`config.mk`:
```
export PLATFORM = sky130hd
export DESIGN_NAME = rcwh_ctrl
export DESIGN_NICKNAME = d
export VERILOG_FILES = /design/src/design/rcwh_pkg.sv /design/src/design/rcwh_ctrl.sv
export SDC_FILE = /design/constraint.sdc
export NUM_CORES = 1
export LEC_CHECK = 0
export BUFFER_PORTS_ARGS = -buffer_cell sky130_fd_sc_hd__buf_2
export CAP_MARGIN = 25
export CORE_AREA = 2 2 39 41
export CTS_BUF_LIST = sky130_fd_sc_hd__clkbuf_16
export CTS_CLUSTER_DIAMETER = 80
export CTS_CLUSTER_SIZE = 28
export DETAILED_ROUTE_END_ITERATION = 10
export DIE_AREA = 0 0 41 43
export GPL_TIMING_DRIVEN = 0
export PLACE_DENSITY = 0.67
export SLEW_MARGIN = 20
export SYNTH_ARGS = -nofsm -noshare
export SYNTH_HDL_FRONTEND = slang
export SYNTH_SLANG_ARGS = --single-unit
```
`constraint.sdc`:
```
create_clock -name clock -period 1.1 [get_ports clock]
set_input_delay 0.11 -clock clock [delete_from_list [all_inputs] [get_ports clock]]
set_output_delay 0.11 -clock clock [all_outputs]
set_load 0.01 [all_outputs]
```
`src/design/rcwh_pkg.sv`:
```
// ----------------------------------------------------------------------------
// rcwh_pkg
// Shared types and constants for the column ray caster.
// ----------------------------------------------------------------------------
package rcwh_pkg;

   localparam int unsigned RAD_BAU  = 10430;
   localparam int unsigned LINE_SAT = 64512;
   localparam int unsigned SIN_A    = 25736;
   localparam int unsigned SIN_B    = 10512;
   localparam int unsigned SIN_C    = 1160;

   // position width: Q8.16 plus sign plus headroom for overshoot
   localparam int unsigned POS_W = 28;

   typedef enum logic [2:0] {
      CSR_MAP_WALLS     = 3'd0,
      CSR_PLAYER_X      = 3'd1,
      CSR_PLAYER_Y      = 3'd2,
      CSR_PLAYER_ANGLE  = 3'd3,
      CSR_SCREEN_WIDTH  = 3'd4,
      CSR_SCREEN_HEIGHT = 3'd5,
      CSR_STEP_SIZE     = 3'd6
   } csr_index_type;

   typedef enum logic [3:0] {
      ST_IDLE,
      ST_DIV_ANGLE,
      ST_TRIG,
      ST_DELTA,
      ST_MARCH,
      ST_SQUARE,
      ST_SQRT,
      ST_DIV_LINE,
      ST_FINISH,
      ST_OUT
   } state_type;

   typedef struct packed {
      logic load;        // capture column, start angle divide
      logic div_step;    // one restoring divide step
      logic trig;        // one step of the sine and cosine polynomial
      logic delta;       // compute per step increments
      logic march;       // advance the ray one step
      logic square;      // form squared distance
      logic sqrt_step;   // one square root step
      logic line_init;   // start line height divide
      logic finish;      // compute output rows
   } cmd_type;

   typedef struct packed {
      logic div_done;
      logic trig_done;
      logic sqrt_done;
      logic march_stop;  // hit, left map or step cap
      logic hit;
   } status_type;

endpackage

```
`src/design/rcwh_ctrl.sv`:
```
// ----------------------------------------------------------------------------
// rcwh_ctrl
// Sequencer for the column ray caster.
// ----------------------------------------------------------------------------
module rcwh_ctrl (
   input  logic                 clock,
   input  logic                 reset,
   input  logic                 req_valid,
   output logic                 req_ready,
   output logic                 rsp_valid,
   input  logic                 rsp_ready,
   input  rcwh_pkg::status_type status,
   output rcwh_pkg::cmd_type    cmd
);
   import rcwh_pkg::*;

   state_type state_ff, state_in;
   logic      after_ff, after_in; // 0: angle divide, 1: line divide

   always_ff @(posedge clock) begin
      if (reset) begin
         state_ff <= ST_IDLE;
         after_ff <= 1'b0;
      end else begin
         state_ff <= state_in;
         after_ff <= after_in;
      end
   end

   always_comb begin
      state_in = state_ff;
      after_in = after_ff;
      unique case (state_ff)
         ST_IDLE: begin
            if (req_valid) begin
               state_in = ST_DIV_ANGLE;
               after_in = 1'b0;
            end
         end
         ST_DIV_ANGLE: begin
            if (status.div_done) state_in = after_ff ? ST_FINISH : ST_TRIG;
         end
         ST_TRIG: begin
            if (status.trig_done) state_in = ST_DELTA;
         end
         ST_DELTA: state_in = ST_MARCH;
         ST_MARCH: begin
            if (status.march_stop) state_in = status.hit ? ST_SQUARE : ST_FINISH;
         end
         ST_SQUARE: state_in = ST_SQRT;
         ST_SQRT: begin
            if (status.sqrt_done) state_in = ST_DIV_LINE;
         end
         ST_DIV_LINE: begin
            state_in = ST_DIV_ANGLE;
            after_in = 1'b1;
         end
         ST_FINISH: state_in = ST_OUT;
         ST_OUT: begin
            if (rsp_ready) state_in = ST_IDLE;
         end
         default: state_in = ST_IDLE;
      endcase
   end

   always_comb begin
      cmd       = '0;
      req_ready = 1'b0;
      rsp_valid = 1'b0;
      unique case (state_ff)
         ST_IDLE: begin
            req_ready = 1'b1;
            cmd.load  = req_valid;
         end
         ST_DIV_ANGLE: cmd.div_step  = 1'b1;
         ST_TRIG:      cmd.trig      = 1'b1;
         ST_DELTA:     cmd.delta     = 1'b1;
         ST_MARCH:     cmd.march     = 1'b1;
         ST_SQUARE:    cmd.square    = 1'b1;
         ST_SQRT:      cmd.sqrt_step = 1'b1;
         ST_DIV_LINE:  cmd.line_init = 1'b1;
         ST_FINISH:    cmd.finish    = 1'b1;
         ST_OUT:       rsp_valid     = 1'b1;
         default:      cmd           = '0;
      endcase
   end

endmodule

```
Yosys cells after proc, flatten, opt, wreduce, memory -nomap -nowiden
Cells that the tools add are included.
- eq/ne operators: 15
- muxes and demuxes: 22
- reductions and logical operators: 4
- operators by type and width (kind ; number):
    4-bit one-hot mux with 10 select lines ; 1
    4-bit two-way mux ; 8
    4-bit by 3-bit == test with 1-bit output (second input constant) ; 4
    1-bit two-way mux ; 12
    2-bit != test (second input constant) ; 6
    4-bit by 2-bit == test with 1-bit output (second input constant) ; 2
    4-bit == test (second input constant) ; 2
    6-bit AND reduction ; 1
    4-bit by 1-bit == test with 1-bit output (second input constant) ; 1
    4-bit logical NOT ; 1
    1-bit one-hot mux with 2 select lines ; 1
    2-bit AND reduction ; 1
    2-bit nonzero test ; 1
- bits in registers: 5
- input port bits: 9
- word-level logic and storage cells: 43

Depth between registers and ports, before layout
Gate-level depths: netlist of the first run.
- word-level depth: 3
- depth in mapped cells: 5
- gate-level depth less buffers: 3

Worst setup path before layout of the first run
No wires, ideal clock.
- kind: register to register
- from: reg state_ff[2]
- to: reg state_ff[3]
- setup time: 0.127 ns
- arrival time: 1.088 ns
- setup slack: -0.115 ns
- stages on the path, launching flop included: 4
- clock period less this slack: 1.215 ns
- cell sequence: dfxtp_1 or3b_4 o32ai_2 o31ai_1
- cells in the longest elaborated chain, start to end: 3
- elaborated cells on any way between the ends: 18
- those cells by class: eq/ne (15); mux (1); reduce/logical (2)
- RTL lines (element ; RTL line ; RTL):
    from (decl) ; rcwh_ctrl.sv:17 ; state_type state_ff, state_in;
    from (signal assigned) ; rcwh_ctrl.sv:25 ; state_ff <= state_in;
    4-bit by 1-bit == test with 1-bit output, or another cell as far along ; rcwh_ctrl.sv:33 ; unique case (state_ff)
    2-bit != test (no line) ; - ;
    6-bit AND reduction (no line) ; - ;
Parallel ways exist; a longest one is shown, timed or not.
A chain may end at the register's enable or synchronous reset.

Final worst setup path of the first run
- from: reg state_ff[2]
- to: reg state_ff[1]
The elaborated chain is that of the path after synthesis.

==> results of run 1 <==
## synth_stat cells, types with 2 or more instances
cell type	count	area share, %
nor2_1	8	5.9
dfxtp_1	5	20
inv_1	5	3.7
buf_4	4	5.9
nor3_1	4	4.0
a21oi_1	3	3.0
buf_2	3	3.0
nand2b_1	3	3.7
and2b_1	2	3.0
mux2i_1	2	4.0
nand2_1	2	1.5
nor2b_1	2	2.5
nor3b_2	2	4.9
nor4_1	2	2.5
o31ai_1	2	3.0
o41ai_1	2	3.5
## layer usage
| layer | routed length, um | vias to the layer above | share of wire (%) |
|---|---|---|---|
| met5 | 0 | - | 0 |
| met4 | 58 | 0 | 2.9 |
| met3 | 58 | 6 | 2.9 |
| met2 | 1120 | 20 | 57 |
| met1 | 745 | 323 | 37 |
| li1 | - | 326 | - |
## registers in the layout (all words and copies together) (netlist names)
signal and flops:
state_ff 4, after_ff 1
## logic make-up after synthesis
| kind of cell | Yosys count | synth area share (%) |
|---|---|---|
| AND/OR/NAND/NOR | 33 | 39.6 |
| AO/OA/AOI/OAI | 15 | 24.0 |
| buffers and inverters | 12 | 12.6 |
| flip-flops | 5 | 19.8 |
| multiplexers | 2 | 3.96 |
## worst max-delay path, delay by kind of cell, from the launching register on
family | cells | cell delay, ps
flip-flops | 1 | 350
AO/OA/AOI/OAI | 1 | 150
buffers and inverters | 1 | 150
AND/OR/NAND/NOR | 2 | 580
## where the power goes
part           leakage (nW)  internal (W)  total, W  switching, W
Clock                0.0423      0.000469  0.000571      0.000102
Combinational         0.392      0.000251  0.000492      0.000241
Sequential           0.0436      0.000192  0.000208     0.0000156
## cell type report
| cell class | instances | area, um2 | share of cell area, % |
|---|---|---|---|
| well taps | 16 | 20.0 | 1.86 |
| clock inverters | 1 | 3.75 | 0.348 |
| repair buffers | 36 | 265 | 24.6 |
| inverters | 5 | 21.3 | 1.97 |
| clock buffers | 3 | 75.1 | 6.97 |
| flip-flops and latches | 5 | 115 | 10.7 |
| plain buffers | 6 | 75.1 | 6.97 |
| multi-input cells | 50 | 502 | 46.6 |
## through the flow
stage / total power [W] / hold slack [ps] / util, %
after floorplan: 0.000397 / 178 / -
after global placement: 0.000472 / 377 / 47.7
after detailed placement: 0.000477 / 384 / 47.7
after CTS: 0.00121 / 172 / 70.5
after global routing: 0.00132 / 187 / 77.8
final: 0.00127 / 174 / 77.8
## timing repair
action                                  CTS  global route
gates resized for setup                  30            21
hold buffers                              0             0
buffers inserted                         10             4
pin swaps                                 9             9
gates cloned                              3             0
endpoints found under the setup margin   16            16
## final timing paths
| check | depth (start not counted) | endpoint | start | slack, ps |
|---|---|---|---|---|
| max | 4 | state_ff[1] | state_ff[2] | -280 |
| min | 2 | state_ff[2] | reset | 170 |
| max reg2reg | 4 | state_ff[1] | state_ff[2] | -280 |
| min reg2reg | 2 | after_ff | after_ff | 520 |
==> run metrics, run 1 <==
Starting Density between 30% and 40%; P_leak 0.478 nW; number of I/O port buffers 19; met3 Usage GRT between 3 and 4%; Seq/Total Area, Yosys a little under 20%; commonest non-fill, non-tap cell in the layout buf_2; highest clock rate about 730 MHz; met2 Resource Use GR around 40%; Rows 14; Avg WL per Cell 16.3 um; H-tree lvl count 1; Post-synth top flop dfxtp_1; total negative slack -3030 ps; detailed placement HPWL between 1 and 1.5 mm; Clock Skews 0.102 ps; placed cell area approximately 660 um2; layout cells sized above 1 76.4%; MaxCap Viol Count 0; RSZ-0062 raised after global routing true; DP Worst Slack -198 ps; clock slew at reported path FFs 30 ps; vias in the first global route roughly 630; worst-path fanout max 8; synthesized cell area 505 um2; Ys Warns 0; initial antenna violation count 0; maximum vdd drop between 1 and 1.5 mV; first-pass GRT wire length between 2 and 3 mm; Die Width 41 um; Placeable Area around 0.0014 mm2; post-synthesis async set-or-reset flop share 0%; chip height 43 um; Routed Antenna Nets 0; Setup WS post-layout -279 ps; syn_area_per_cell 7.54 um2; Critical Path RT between 1000 and 1500 ps; Non-Filler Instances between 100 and 150; most used routing layer in global routing met2; Crit path largest cell delay ~350 ps; register bit count reported by yosys 5; Final Hold Viols 0; worst hold path class input port to flop; WP data arrival 1470 ps; gpl congestion between 0.8 and 0.9; worst-case clock buffer depth 2; Worst-Skew Late Latency 220 ps; grt ovf 0; DR DRC count 0; Net count, final between 100 and 150; IO Pins 20; status finished, violations left; DRT Pass-1 Iters 4; GRT Total Usage roughly a quarter; routed wire length 1.99 mm; fillers 86; clock sink count 5; Crit. End Element flop; final setup fails 16; Syn Nets 76; synth unique cells 32; maximum number of pins on one net before global-route repair 9; Slew @ Worst Pin 337 ps; cell area after layout between 0.001 and 0.0015 mm2; clock root cell clkbuf_16; Area growth syn-to-layout 113%; vias after detailed routing around 680; placed cells roughly 100; Max Transition Viols Final 0; fin crit share 125%; CTS Buf Count 3; via/cell ratio between 5 and 6; most frequent cells in the layout buf_2, buf_6, buf_4; Die ar. 0.00176 mm2; critical path, cell by cell or2_1 > buf_6 > nor3b_4 > o41ai_2; Rel. slew slack between 70% and 80%; CTS tree done; crit path time final about 1400 ps; met1 usage 25.0%; Antenna Diode Count 0; critical setup path kind flop to flop; number of flops mapped to enable cells by yosys 0; Syn Inst Count 67; DRT iter0 DRCs 17; failing checks setup timing; Cell Pwr Density between 1000 and 1500 mW/mm2; startpoint types flop; slowest stage cell, crit path dfxtp_4
Note: power is estimated with default switching activity, not from simulation.
==> run 2, diff against run 1 <==
Settings changed: ABC_CLOCK_PERIOD_IN_PS set to 1700, MAX_ROUTING_LAYER set to met4, PLACE_DENSITY 0.67 to not set.
Clock period 1.1 ns to 1.7 ns, I/O delays scaled along.
==> run metrics, run 2 (same netlist as run 1, synthesis figures left out) <==
status finished clean; P_leak between 0.3 and 0.4 nW; Die Width just over 40 um; Slew @ Worst Pin about 380 ps; initial antenna violation count 0; Die ar. 0.00176 mm2; Antenna Diode Count 0; via/cell ratio ~5.5; Routed Antenna Nets 0; DP Worst Slack 327 ps; CP dominant cell by count buf_4; Worst-Skew Late Latency between 200 and 250 ps; placed cells just over 100; Rel. slew slack between 70 and 80%; Rows 14; clock slew at reported path FFs roughly 30 ps; Top reg by flops state_ff; WP data arrival approximately 1300 ps; Avg WL per Cell ~12 um; sw frac 25.2%; critical path, cell by cell buf_4 > buf_4 > nor4_1 > buf_2; clock network fraction of design power 56.6%; max reg flops 4; number of I/O port buffers 19; Setup Buffers After CTS 0; slowest stage cell, crit path dfxtp_1; Setup WS post-layout 207 ps; gpl congestion approximately 0.86; RSZ-0062 raised after global routing false; Final Hold Viols 0; crit path time final approximately 1500 ps; R2R Setup Slk 240 ps; vias in the first global route between 400 and 500; maximum vdd drop 0.928 mV; worst-case clock buffer depth 2; critical path launch point state_ff[1]; fin crit share 87.8%; most frequent cells in the layout buf_2, nor2_1, inv_1; Crit path largest cell delay 320 ps; vias after detailed routing 579; IO Pins 20; clock root cell clkbuf_16; min-delay src reset; placed cell area between 600 and 700 um2; CP top delay family buffers and inverters; Psw between 0.00015 and 0.0002 W; Area growth syn-to-layout 38.4%; DRT Pass-1 Iters 4; first-pass GRT wire length between 1.5 and 2 mm; Cell Pwr Density 944 mW/mm2; Hold Path Stages 2; MaxCap Viol Count 0; crit path buf inv count 3; Hold Path Sink after_ff; routed wire length 1.25 mm; clock sink count 5; worst-path fanout max 10; commonest non-fill, non-tap cell in the layout buf_2; total negative slack 0 ps; DRT iter0 DRCs 7; Critical Path RT about 1500 ps; biggest regs state_ff: 4 flops, after_ff: 1 flops; H-tree lvl count 1; post-cts repair resize count 0; layout cells sized above 1 a little over a third; Int Pwr around 0.00049 W; worst hold slack 196 ps; r2r worst-path depth 4; Clock Skews 1.39 ps; DR DRC count 0; highest clock rate 670 MHz; grt ovf 0; Starting Density 36.5%; maximum number of pins on one net before global-route repair 11; Net count, final 100; Non-Filler Instances 106; CTS Buf Count 3; final setup fails 0; worst reg2reg startpoint state_ff[3]; reg2reg end state_ff[0]; Sequential Power Share 20.1%; detailed placement HPWL 975 um; Comb pwr share 23.4%; worst hold path class input port to flop; Placeable Area 0.00138 mm2; GRT Total Usage between 10% and 20%; critical setup path kind flop to output pin; CTS tree done; chip height about 43 um; startpoint types flop; Crit. End Element output pin; cts hold-fix bufs 0; cell area after layout ~700 um2; fillers roughly 150; Max Transition Viols Final 0
## run 2: cell count changes in the layout (fill, tap and decap cells not counted), moves of 3 or more
cell,change
inv_1,+3
nor3_2,-3
buf_6,-10
nor3_1,+3
dfxtp_1,+4
nor2_2,-3
dfxtp_4,-4
buf_2,+3
nor2_1,+4
buf_4,-6
## run 2: cell type report
| class | instances | area, um2 | area share (%) |
|---|---|---|---|
| multi-input combinational | 50 | 342 | 48.8 |
| sequential | 5 | 100 | 14.3 |
| timing repair buffer | 19 | 95.1 | 13.6 |
| clock buffer | 3 | 75.1 | 10.7 |
| buffer | 7 | 45.0 | 6.44 |
| tap | 16 | 20.0 | 2.86 |
| inverter | 5 | 18.8 | 2.68 |
| clock inverter | 1 | 3.75 | 0.537 |
## run 2: power by group through the flow
stage          sequential [W]  combinational [W]  clock [W]
3_5_place_dp         0.000134           0.000154          0
2_1_floorplan        0.000132           0.000106          0
5_1_grt              0.000134           0.000172   0.000389
4_1_cts              0.000133           0.000154   0.000379
3_3_place_gp         0.000134           0.000153          0
6_report             0.000133           0.000154   0.000374
## run 2: worst max path at each step
stage	slack [ps]	endpoint	cells past startpoint
floorplan	460	cmd[8]	3
global placement	310	state_ff[0]	4
detailed placement	330	state_ff[0]	4
CTS	210	cmd[8]	4
global route	130	cmd[1]	6
finish	210	cmd[8]	4
## run 2: worst register-to-register path: cells and delay by family, from the launching register on
kind,cells,cell delay [ps]
AOI/OAI and AO/OA,2,490
DFF,1,410
muxes,1,220
buffers and inverters,1,210
## run 2: metal layers
layer	GRT usage (%)	part of all wire, %	routed length, um
met1	21.5	45	565
met2	24.1	48	607
met3	3.14	6.5	81
met4	6.67	0	0
met5	-	0	0
## run 2: stage by stage
stage          util, %  total power (W)
5_1_grt           50.5         0.000695
6_report          50.5         0.000661
3_3_place_gp      44.8         0.000287
4_1_cts           50.5         0.000666
3_5_place_dp      44.8         0.000288
2_1_floorplan        -         0.000238
